[config.mk]
export PLATFORM = sky130hd
export DESIGN_NAME = takf_ctrl
export DESIGN_NICKNAME = d
export VERILOG_FILES = /design/src/rtl/takf_pkg.sv /design/src/rtl/takf_ctrl.sv
export SDC_FILE = /design/constraint.sdc
export NUM_CORES = 1
export LEC_CHECK = 0
export BUFFER_PORTS_ARGS = -buffer_cell sky130_fd_sc_hd__clkbuf_2
export CORE_UTILIZATION = 53
export CTS_CLUSTER_DIAMETER = 40
export DETAILED_ROUTE_END_ITERATION = 8
export PLACE_DENSITY = 0.83
export SYNTH_ARGS = -nofsm -noshare
export SYNTH_HDL_FRONTEND = slang
export SYNTH_SLANG_ARGS = --single-unit
export TNS_END_PERCENT = 10
[constraint.sdc]
create_clock -name clk -period 4.8 [get_ports clk]
set_input_delay 1.2 -clock clk [delete_from_list [all_inputs] [get_ports clk]]
set_output_delay 1.2 -clock clk [all_outputs]
set_load 0.1 [all_outputs]
[src/rtl/takf_pkg.sv]
// takf_pkg: shared types, codes and helpers of the tilt angle kalman filter
`timescale 1ns / 1ps
package takf_pkg;

  localparam int COV_FRAC_BITS_DEF = 30;

  // register reset values in Q2.30
  localparam longint RST_DT = 64'd8589935;
  localparam longint RST_QA = 64'd1073742;
  localparam longint RST_QG = 64'd5368709;
  localparam longint RST_R  = 64'd536870912;
  localparam longint RST_C  = 64'd1073741824;

  // configuration register indexes
  localparam logic [2:0] CFG_DT = 3'd0;
  localparam logic [2:0] CFG_QA = 3'd1;
  localparam logic [2:0] CFG_QG = 3'd2;
  localparam logic [2:0] CFG_R  = 3'd3;
  localparam logic [2:0] CFG_C  = 3'd4;

  // one multiply and write-back each
  typedef enum logic [3:0] {
    OP_ANG  = 4'd0,
    OP_P00  = 4'd1,
    OP_P01  = 4'd2,
    OP_P11  = 4'd3,
    OP_PCT0 = 4'd4,
    OP_PCT1 = 4'd5,
    OP_E    = 4'd6,
    OP_T1   = 4'd7,
    OP_C00  = 4'd8,
    OP_C01  = 4'd9,
    OP_C10  = 4'd10,
    OP_C11  = 4'd11,
    OP_ANGC = 4'd12,
    OP_BIAS = 4'd13
  } op_t;

  typedef struct packed {
    logic load;
    logic issue;
    logic wb;
    op_t  op;
    logic div_start;
    logic div_step;
    logic div_sel;
    logic k_clear;
    logic out_load;
  } cmd_t;

  typedef struct packed {
    logic e_pos;
    logic div_done;
  } status_t;

  function automatic logic signed [31:0] sat32(input logic signed [63:0] v);
    logic signed [31:0] res;
    if (v > 64'sd2147483647) res = 32'sh7fffffff;
    else if (v < -64'sd2147483648) res = 32'sh80000000;
    else res = v[31:0];
    return res;
  endfunction

endpackage

[src/rtl/takf_ctrl.sv]
// takf_ctrl: sequencer of the filter step
`timescale 1ns / 1ps
module takf_ctrl (
  input  logic              clk,
  input  logic              rst,
  input  logic              s_tvalid,
  output logic              s_tready,
  output logic              m_tvalid,
  input  logic              m_tready,
  input  takf_pkg::status_t status,
  output takf_pkg::cmd_t    cmd
);
  import takf_pkg::*;

  typedef enum logic [5:0] {
    ST_IDLE = 6'b000001,
    ST_MUL  = 6'b000010,
    ST_WB   = 6'b000100,
    ST_DIVS = 6'b001000,
    ST_DIVR = 6'b010000,
    ST_FIN  = 6'b100000
  } state_t;

  state_t state, state_next;
  op_t    op, op_next;
  logic   sel, sel_next;
  logic   out_free;

  assign out_free = !m_tvalid || m_tready;
  assign s_tready = (state == ST_IDLE);

  always_comb begin
    state_next    = state;
    op_next       = op;
    sel_next      = sel;
    cmd           = '0;
    cmd.op        = op;
    cmd.div_sel   = sel;
    unique case (state)
      ST_IDLE: begin
        if (s_tvalid) begin
          cmd.load   = 1'b1;
          op_next    = OP_ANG;
          state_next = ST_MUL;
        end
      end
      ST_MUL: begin
        cmd.issue  = 1'b1;
        state_next = ST_WB;
      end
      ST_WB: begin
        cmd.wb = 1'b1;
        if (op == OP_T1) begin
          if (status.e_pos) begin
            sel_next   = 1'b0;
            state_next = ST_DIVS;
          end else begin
            cmd.k_clear = 1'b1;
            op_next     = OP_C00;
            state_next  = ST_MUL;
          end
        end else if (op == OP_BIAS) begin
          state_next = ST_FIN;
        end else begin
          op_next    = op_t'(4'(op) + 4'd1);
          state_next = ST_MUL;
        end
      end
      ST_DIVS: begin
        cmd.div_start = 1'b1;
        state_next    = ST_DIVR;
      end
      ST_DIVR: begin
        cmd.div_step = 1'b1;
        if (status.div_done) begin
          if (!sel) begin
            sel_next   = 1'b1;
            state_next = ST_DIVS;
          end else begin
            op_next    = OP_C00;
            state_next = ST_MUL;
          end
        end
      end
      ST_FIN: begin
        if (out_free) begin
          cmd.out_load = 1'b1;
          state_next   = ST_IDLE;
        end
      end
      default: state_next = ST_IDLE;
    endcase
  end

  always_ff @(posedge clk) begin
    if (rst) begin
      state    <= ST_IDLE;
      op       <= OP_ANG;
      sel      <= 1'b0;
      m_tvalid <= 1'b0;
    end else begin
      state <= state_next;
      op    <= op_next;
      sel   <= sel_next;
      if (cmd.out_load) m_tvalid <= 1'b1;
      else if (m_tready) m_tvalid <= 1'b0;
    end
  end

endmodule

## Yosys cells after proc, flatten, opt, wreduce, memory -nomap -nowiden

Index checks and enable logic that the tools add are counted.

| word-level totals | value |
|---|---|
| bits of input ports | 6 |
| output and inout bits | 14 |
| word-level logic and storage cells | 61 |
| bits in registers | 12 |

| operators by class | value |
|---|---|
| add/subtract/negate cells | 1 |
| eq/ne operators | 16 |
| reductions and logical operators | 8 |
| mux-type cells | 32 |

Operators by type and width:

| kind | count |
|---|---|
| $pmux 6 s6 | 1 |
| $mux 4 | 8 |
| $mux 6 | 5 |
| $mux 1 | 16 |
| $ne 2x2->1 const B | 6 |
| $pmux 4 s3 | 1 |
| $eq 6x1->1 const B | 1 |
| $eq 6x2->1 const B | 1 |
| $eq 6x3->1 const B | 1 |
| $eq 6x4->1 const B | 1 |
| $eq 6x5->1 const B | 1 |
| $eq 6x6->1 const B | 1 |
| $ne 3x3->1 const B | 2 |
| $reduce_and 6->1 | 1 |
| $add 4x1->4 const B | 1 |
| $eq 4x3->1 const B | 1 |
| $eq 4x4->1 const B | 1 |
| $reduce_and 4->1 | 1 |
| $reduce_bool 2->1 | 2 |
| $reduce_and 3->1 | 1 |
| $reduce_bool 3->1 | 1 |
| $pmux 1 s2 | 1 |
| $logic_not 1->1 | 1 |
| $logic_or 1x1->1 | 1 |

## Logic depth before layout (Yosys ltp)

Gate-level depths: netlist of run 1.

| depth | value |
|---|---|
| word-level depth | 5 |
| depth in mapped cells | 7 |
| mapped depth without buffers | 7 |

## Worst setup path before layout of run 1

OpenSTA, ideal clock, no wires.

| timing path | value |
|---|---|
| path kind | register to output |
| start | register op[0] |
| end | output port cmd[1] (netlist bit) |
| required time | 3.600 ns |
| stages on the path, launching flop included | 4 |
| setup slack | 0.052 ns |
| buffers on the path | 0 |
| arrival | 3.548 ns |
| cell sequence | dfxtp_1 > ha_1 > nand3b_1 > nor3_1 |

RTL lines:

| item | line | RTL |
|---|---|---|
| start, declared | takf_ctrl.sv:25 | `op_t op, op_next;` |
| start signal, assigned | takf_ctrl.sv:103 | `op <= op_next;` |
| end, declared | takf_ctrl.sv:11 | `output takf_pkg::cmd_t cmd` |

==> key figures, run 1 <==
Detailed routing
  • DRC viols: 0
  • Drt pass-1 iters: 4
  • DR WL met2: approximately 790 um
  • Top sig layer: met4
  • Final WL: roughly 1.6 mm
  • ANT nets after route: 0
  • Drt via density: between 6 and 7
  • Average wire per standard cell: between 10 and 15 um
  • Met3 wire length: 104 um
  • Vias: around 730
  • Drt first-iter violations: 29
  • Met1 Routed Length: 710 um

Power and ir drop
  • Sw frac: 0.441
  • Switching pwr: approximately 0.13 mW
  • PD cells: 359 nW/um^2
  • Tot Pwr: around 0.29 mW
  • P_leak: about 0.37 nW
  • Clock power frac: 0.209
  • Reg power frac: 0.396
  • IR drop worst, VDD: between 0.2 and 0.25 mV
  • Pint: approximately 0.16 mW
  • Comb pwr share: 0.395

Finish
  • Multi-input gate area: around 410 um^2
  • FF/Latch Area: between 200 and 250 um^2
  • Share of cells above drive strength 1: 0.250
  • Number of fill cells in the layout: around 120
  • Synth-to-Final Area Change: 12.6%
  • Diode count: 0
  • NumNets Final: ~110

Floorplan
  • Die Y: 38.8 um
  • Ports: 20
  • Row count: 12
  • Die width: 38.8 um
  • Initial Utilization: 0.604
  • Core ar.: roughly 1200 um^2
  • Die area: around 1500 um^2

Clocking
  • CTS tree: yes
  • Clock Path Buffers: 2
  • Worst skew pair latency: 0.27 ns
  • Cts bufs inserted: 3
  • Post-CTS sizing: 0
  • Hold-fix buffers at CTS: 0
  • CTS sink count: 12
  • Postcts setup bufs: 0
  • H-Tree Depth: 1
  • Clock root cell: clkbuf_4
  • Worst-path clk slew: ~0.070 ns

Setup path
  • R2r startpoint: state[3]$_SDFFE_PP0P_
  • Worst r2r dst: op[1]$_SDFFE_PP0P_
  • Worst Setup SP: state[3]$_SDFFE_PP0P_
  • WP data required: roughly 3.6 ns
  • CP startpoint kind: register
  • Crit path kind: register to output port
  • CP endpoint kind: output port
  • End point of the critical path: cmd[1]
  • R2R depth: 5
  • CP max FO: 6
  • Worst R2R Setup Slack: around 2.7 ns
  • CP arrival: 2.23 ns

Yosys
  • Mapped Nets: 95
  • Main combinational cell family by area after synthesis: simple AND/OR/NAND/NOR gates
  • Synth Area in Adders: 0.0349
  • Synthesis Warnings: 0
  • Netlist cell types: 35
  • Post-synthesis simple-gate area fraction: 0.360
  • Sequential area share after synthesis: 0.335
  • Post-synthesis compound-gate area fraction: 0.164
  • Async SR Flop Fraction: 0
  • Cells after Synth: 87
  • Number of synthesized flops with an enable pin: 0
  • Most common flop cell mapped by yosys: dfxtp_1
  • Mapped Area: 717 um^2
  • Area contributors post-synth: dfxtp_1 34%, nor4_1 6.1%, nor3_1 5.6%
  • Mapped Avg Cell Area: 8.24 um^2
  • XOR/XNOR Fraction of Synth Area: 0.0122
  • Area share of the largest cell type after synthesis: 0.335
  • Yosys reg bits: 12
  • Post-synthesis mux area share: 0
  • Synth area leader: dfxtp_1

Global routing
  • Overflow after GRT: 0
  • Initial antenna violation count: 0
  • Total global-route track usage: 0.254
  • First-pass GRT wire length: ~2.5 mm
  • Vias in the first global route: 590
  • Largest net degree at the start of global routing: 14

Flow run
  • MaxCap Viol Count: 0

Place
  • Final weighted congestion in routability-driven placement: between 0.8 and 0.9
  • Count of input and output buffers: 19
  • Detailed placer's ending HPWL: 1.20 mm

Timing
  • Max-slew violation count: 0
  • Final period util: 0.715
  • Final-report hold violation count: 0
  • Rel. slew slack: 0.608
  • Max frequency: a little under 300 MHz
  • # setup viols final: 0
  • Post-route setup TNS: 0 ns
  • Layout Skew: between 0.004 and 0.005 ns
  • Crit path time final: around 3.4 ns
  • Worst-Margin Slew: slightly below 0.6 ns
  • Unrepaired setup endpoints after global routing: no

Run status
  • Status: finished, final reports clean

Worst hold path
  • Min-delay worst type: register to register
==> kinds of logic after synthesis <==
kind of cell	count (synthesis)
simple gates	43
compound gates	18
xor+xnor	1
fa+ha+maj	2
buf+inv	11
flops	12
==> layer usage <==
layer | vias up | track usage
met5 | - | 0
met4 | 0 | 0.103
met3 | 5 | 0.104
met2 | 24 | 0.421
met1 | 343 | 0.283
li1 | 357 | -
==> stage by stage <==
| step | cells | hold WS (ns) | util | worst slack [ns] | cell area [um^2] |
|---|---|---|---|---|---|
| 2_1_floorplan | 87 | 0.508 | - | 0.0518 | 717 |
| 4_1_cts | 118 | 0.532 | 0.680 | 1.37 | 807 |
| 6_report | 118 | 0.534 | 0.680 | 1.37 | 807 |
| 5_1_grt | 118 | 0.565 | 0.680 | 1.29 | 807 |
| 3_3_place_gp | 115 | 0.509 | 0.661 | 1.63 | 785 |
| 3_5_place_dp | 115 | 0.520 | 0.661 | 1.58 | 785 |
==> sequential cells by signal, indices dropped and copies added (netlist names) <==
name      count
m_tvalid      1
sel           1
op            4
state         6
==> power groups by stage <==
stage | combinational [mW] | clock, mW | sequential (mW)
finish | 0.115 | 0.0606 | 0.115
global route | 0.120 | 0.0669 | 0.116
CTS | 0.114 | 0.0619 | 0.114
detailed placement | 0.114 | 0 | 0.117
global placement | 0.112 | 0 | 0.116
floorplan | 0.0859 | 0 | 0.129
==> area by class of cell <==
class,count,share of cell area
multi-input cells,64,0.507
flip-flops and latches,12,0.298
repair buffers,19,0.118
clock buffers,3,0.0279
inverters,6,0.0279
well taps,14,0.0217
==> cell usage in the layout, fill, tap and decap left out <==
| cell | count |
|---|---|
| o21ba_2 | 1 |
| o22ai_1 | 1 |
| nor3_1 | 8 |
| ha_1 | 2 |
| nand2_1 | 2 |
| and3b_1 | 1 |
| a21oi_1 | 6 |
| a31oi_1 | 1 |
| xor2_1 | 1 |
| or4_1 | 1 |
| dfxtp_1 | 12 |
| a2111oi_0 | 1 |
| a21o_1 | 1 |
| nand3_1 | 3 |
| and3_2 | 1 |
| o211ai_1 | 2 |
| clkbuf_4 | 3 |
| and4_1 | 1 |
| nand2b_1 | 2 |
| nor4b_1 | 1 |
| nor4_1 | 7 |
| or2_0 | 1 |
| clkbuf_2 | 19 |
| nor2_1 | 6 |
| o21ai_0 | 3 |
| o21bai_1 | 1 |
| or4_4 | 1 |
| and2_1 | 1 |
| nor2b_1 | 2 |
| nand3b_1 | 4 |
| inv_1 | 6 |
| or3b_2 | 1 |
| a2111o_1 | 1 |
==> critical path: stages (launching register included) <==
cell and delay, ns:
dfxtp_1 0.35, or4_4 0.57, or2_0 0.35, nor3_1 0.21, clkbuf_2 0.48
==> cells in the mapped netlist, types with 2 or more instances <==
| cell | number |
|---|---|
| nand2_1 | 2 |
| a21oi_1 | 6 |
| nand2b_1 | 2 |
| dfxtp_1 | 12 |
| nor2_1 | 6 |
| nand3_1 | 3 |
| inv_1 | 6 |
| ha_1 | 2 |
| nor2b_1 | 2 |
| o21ai_0 | 3 |
| o211ai_1 | 2 |
| buf_4 | 2 |
| nor4_1 | 7 |
| nor3_1 | 8 |
| nand3b_1 | 4 |
==> how the worst min path moves through the flow <==
stage / start / to / cells after the start
after detailed placement: m_tvalid$_SDFFE_PP0P_ / m_tvalid$_SDFFE_PP0P_ / 2
after CTS: m_tvalid$_SDFFE_PP0P_ / m_tvalid$_SDFFE_PP0P_ / 2
after global routing: m_tvalid$_SDFFE_PP0P_ / m_tvalid$_SDFFE_PP0P_ / 2
final: m_tvalid$_SDFFE_PP0P_ / m_tvalid$_SDFFE_PP0P_ / 2
after global placement: m_tvalid$_SDFFE_PP0P_ / m_tvalid$_SDFFE_PP0P_ / 2
after floorplan: sel$_SDFFE_PP0P_ / sel$_SDFFE_PP0P_ / 2
Note: power is estimated with default switching activity, not from simulation.
==> inputs of run 2 (changes only) <==
--- a/config.mk
+++ b/config.mk
@@ -6,10 +6,10 @@
 export NUM_CORES = 1
 export LEC_CHECK = 0
 export BUFFER_PORTS_ARGS = -buffer_cell sky130_fd_sc_hd__clkbuf_2
-export CORE_UTILIZATION = 53
+export CORE_UTILIZATION = 49
 export CTS_CLUSTER_DIAMETER = 40
 export DETAILED_ROUTE_END_ITERATION = 8
-export PLACE_DENSITY = 0.83
+export PLACE_DENSITY = 0.78
 export SYNTH_ARGS = -nofsm -noshare
 export SYNTH_HDL_FRONTEND = slang
 export SYNTH_SLANG_ARGS = --single-unit
==> constraint.sdc (replaced) <==
create_clock -name clk -period 3.3 [get_ports clk]
set_input_delay 0.825 -clock clk [delete_from_list [all_inputs] [get_ports clk]]
set_output_delay 0.825 -clock clk [all_outputs]
set_load 0.1 [all_outputs]
==> run 2 against run 1 <==
Effect of this change:
- combinational power grew 46%
- global-route usage shrank 1.5 points
- die area grew 7.7%
- register-to-register slack lost 1.5 ns
- critical path depth is the same
- clock skew shrank 0.0038 ns
- sequential power grew 45%
- critical path type unchanged
==> key figures, run 2 (synthesized netlist as in run 1, its figures left out) <==
Clocking
  • CTS tree: yes
  • Worst skew pair latency: around 0.26 ns
  • Post-CTS sizing: 0
  • H-Tree Depth: 1
  • CTS sink count: 12
  • Postcts setup bufs: 0
  • Hold-fix buffers at CTS: 0
  • Worst-path clk slew: 0.07 ns
  • Cts bufs inserted: 3
  • Clock root cell: clkbuf_4
  • Clock Path Buffers: 2

Finish
  • Most frequent cells in the layout: 19 x clkbuf_2, 12 x dfxtp_1, 7 x nor4_1, 7 x nor3_1
  • Design area: ~820 um^2
  • Share of cells above drive strength 1: 0.260
  • Biggest register: state
  • Diode count: 0
  • NumNets Final: roughly 110
  • Biggest regs: state (6), op (4)
  • Non-filler instance count after layout: ~120
  • Synth-to-Final Area Change: 14.3%
  • Most common cell after layout, fill and taps aside: clkbuf_2
  • Max reg flops: 6

Timing
  • Final-report hold violation count: 0
  • Unrepaired setup endpoints after global routing: no
  • Rel. slew slack: 0.598
  • Worst-Margin Slew: ~0.59 ns
  • Crit path time final: approximately 3 ns
  • Max-slew violation count: 0
  • Max frequency: around 330 MHz
  • Worst Setup Slack, final: roughly 0.27 ns
  • Layout Skew: around 0.00061 ns
  • Final period util: 0.917
  • # setup viols final: 0

Detailed routing
  • Final WL: ~1.5 mm
  • Drt first-iter violations: 13
  • DRC viols: 0
  • Drt via density: between 5 and 6
  • Average wire per standard cell: about 13 um
  • Drt pass-1 iters: 4
  • Vias: ~700
  • ANT nets after route: 0

Power and ir drop
  • P_leak: around 0.38 nW
  • PD cells: 513 nW/um^2
  • Tot Pwr: 0.420 mW
  • IR drop worst, VDD: around 0.30 mV

Global routing
  • Largest net degree at the start of global routing: 14
  • Vias in the first global route: 580
  • Overflow after GRT: 0
  • Initial antenna violation count: 0
  • First-pass GRT wire length: between 2 and 3 mm
  • Total global-route track usage: 0.239

Place
  • Count of input and output buffers: 19
  • Placed inst area: 797 um^2
  • Final weighted congestion in routability-driven placement: roughly 0.86
  • Post-Place Cells: 116
  • Detailed placer's ending HPWL: around 1.1 mm
  • Place WS: approximately 0.56 ns

Floorplan
  • Die Y: a little over 40 um
  • Row count: 13
  • Core ar.: between 1000 and 1500 um^2
  • Die area: roughly 1600 um^2
  • Ports: 20
  • Initial Utilization: 0.538
  • Die width: 40.3 um

Setup path
  • CP max FO: 6
  • End point of the critical path: cmd[1]
  • CP startpoint kind: register
  • Crit path kind: register to output port
  • Worst Setup SP: state[4]$_SDFFE_PP0P_
  • Worst R2R Setup Slack: about 1.2 ns
  • CP endpoint kind: output port
  • CP arrival: ~2.2 ns
  • WP data required: 2.47 ns
  • R2r startpoint: state[4]$_SDFFE_PP0P_
  • Worst r2r dst: op[1]$_SDFFE_PP0P_
  • R2R depth: 5

Flow run
  • MaxCap Viol Count: 0

Worst hold path
  • Min-delay worst type: register to register

Run status
  • Status: finished, final reports clean
run 2: worst min path at each step:
stage | startpoint | end | slack (ns) | depth (start not counted)
2_1_floorplan | sel$_SDFFE_PP0P_ | sel$_SDFFE_PP0P_ | 0.51 | 2
3_3_place_gp | m_tvalid$_SDFFE_PP0P_ | m_tvalid$_SDFFE_PP0P_ | 0.51 | 2
3_5_place_dp | m_tvalid$_SDFFE_PP0P_ | m_tvalid$_SDFFE_PP0P_ | 0.51 | 2
4_1_cts | m_tvalid$_SDFFE_PP0P_ | m_tvalid$_SDFFE_PP0P_ | 0.52 | 2
5_1_grt | m_tvalid$_SDFFE_PP0P_ | m_tvalid$_SDFFE_PP0P_ | 0.56 | 2
6_report | m_tvalid$_SDFFE_PP0P_ | m_tvalid$_SDFFE_PP0P_ | 0.52 | 2
run 2: metrics by stage:
stage	utilization	hold slack, ns	setup TNS (ns)
3_5_place_dp	0.598	0.508	0
3_3_place_gp	0.598	0.508	0
5_1_grt	0.614	0.559	0
6_report	0.614	0.523	0
2_1_floorplan	-	0.508	-0.00394
4_1_cts	0.614	0.521	0
run 2: where the power goes:
| part | leakage, nW | internal (mW) | total [mW] | switching, mW |
|---|---|---|---|---|
| Clock | 0.0138 | 0.0422 | 0.0861 | 0.0439 |
| Sequential | 0.0973 | 0.154 | 0.167 | 0.0131 |
| Combinational | 0.268 | 0.0399 | 0.168 | 0.128 |
run 2: worst max-delay path: stages, from the launching register on:
cell	delay (ns)
dfxtp_1	0.36
or4_4	0.55
or2_0	0.37
nor3_4	0.19
clkbuf_2	0.47
run 2: layer usage:
| layer | vias up | wire length [um] | global-route usage |
|---|---|---|---|
| met2 | 21 | 672 | 0.359 |
| li1 | 363 | - | - |
| met1 | 294 | 773 | 0.330 |
| met3 | 2 | 78 | 0.0833 |
| met4 | 0 | 8 | 0.0500 |
| met5 | - | 0 | 0 |
run 2: area by class of cell:
cell class | instances | area (um^2)
Fill cell | 113 | 514
Multi-Input combinational cell | 64 | 420
Sequential cell | 12 | 240
Timing Repair Buffer | 19 | 95.1
Clock buffer | 3 | 22.5
Inverter | 6 | 22.5
Tap cell | 15 | 18.8
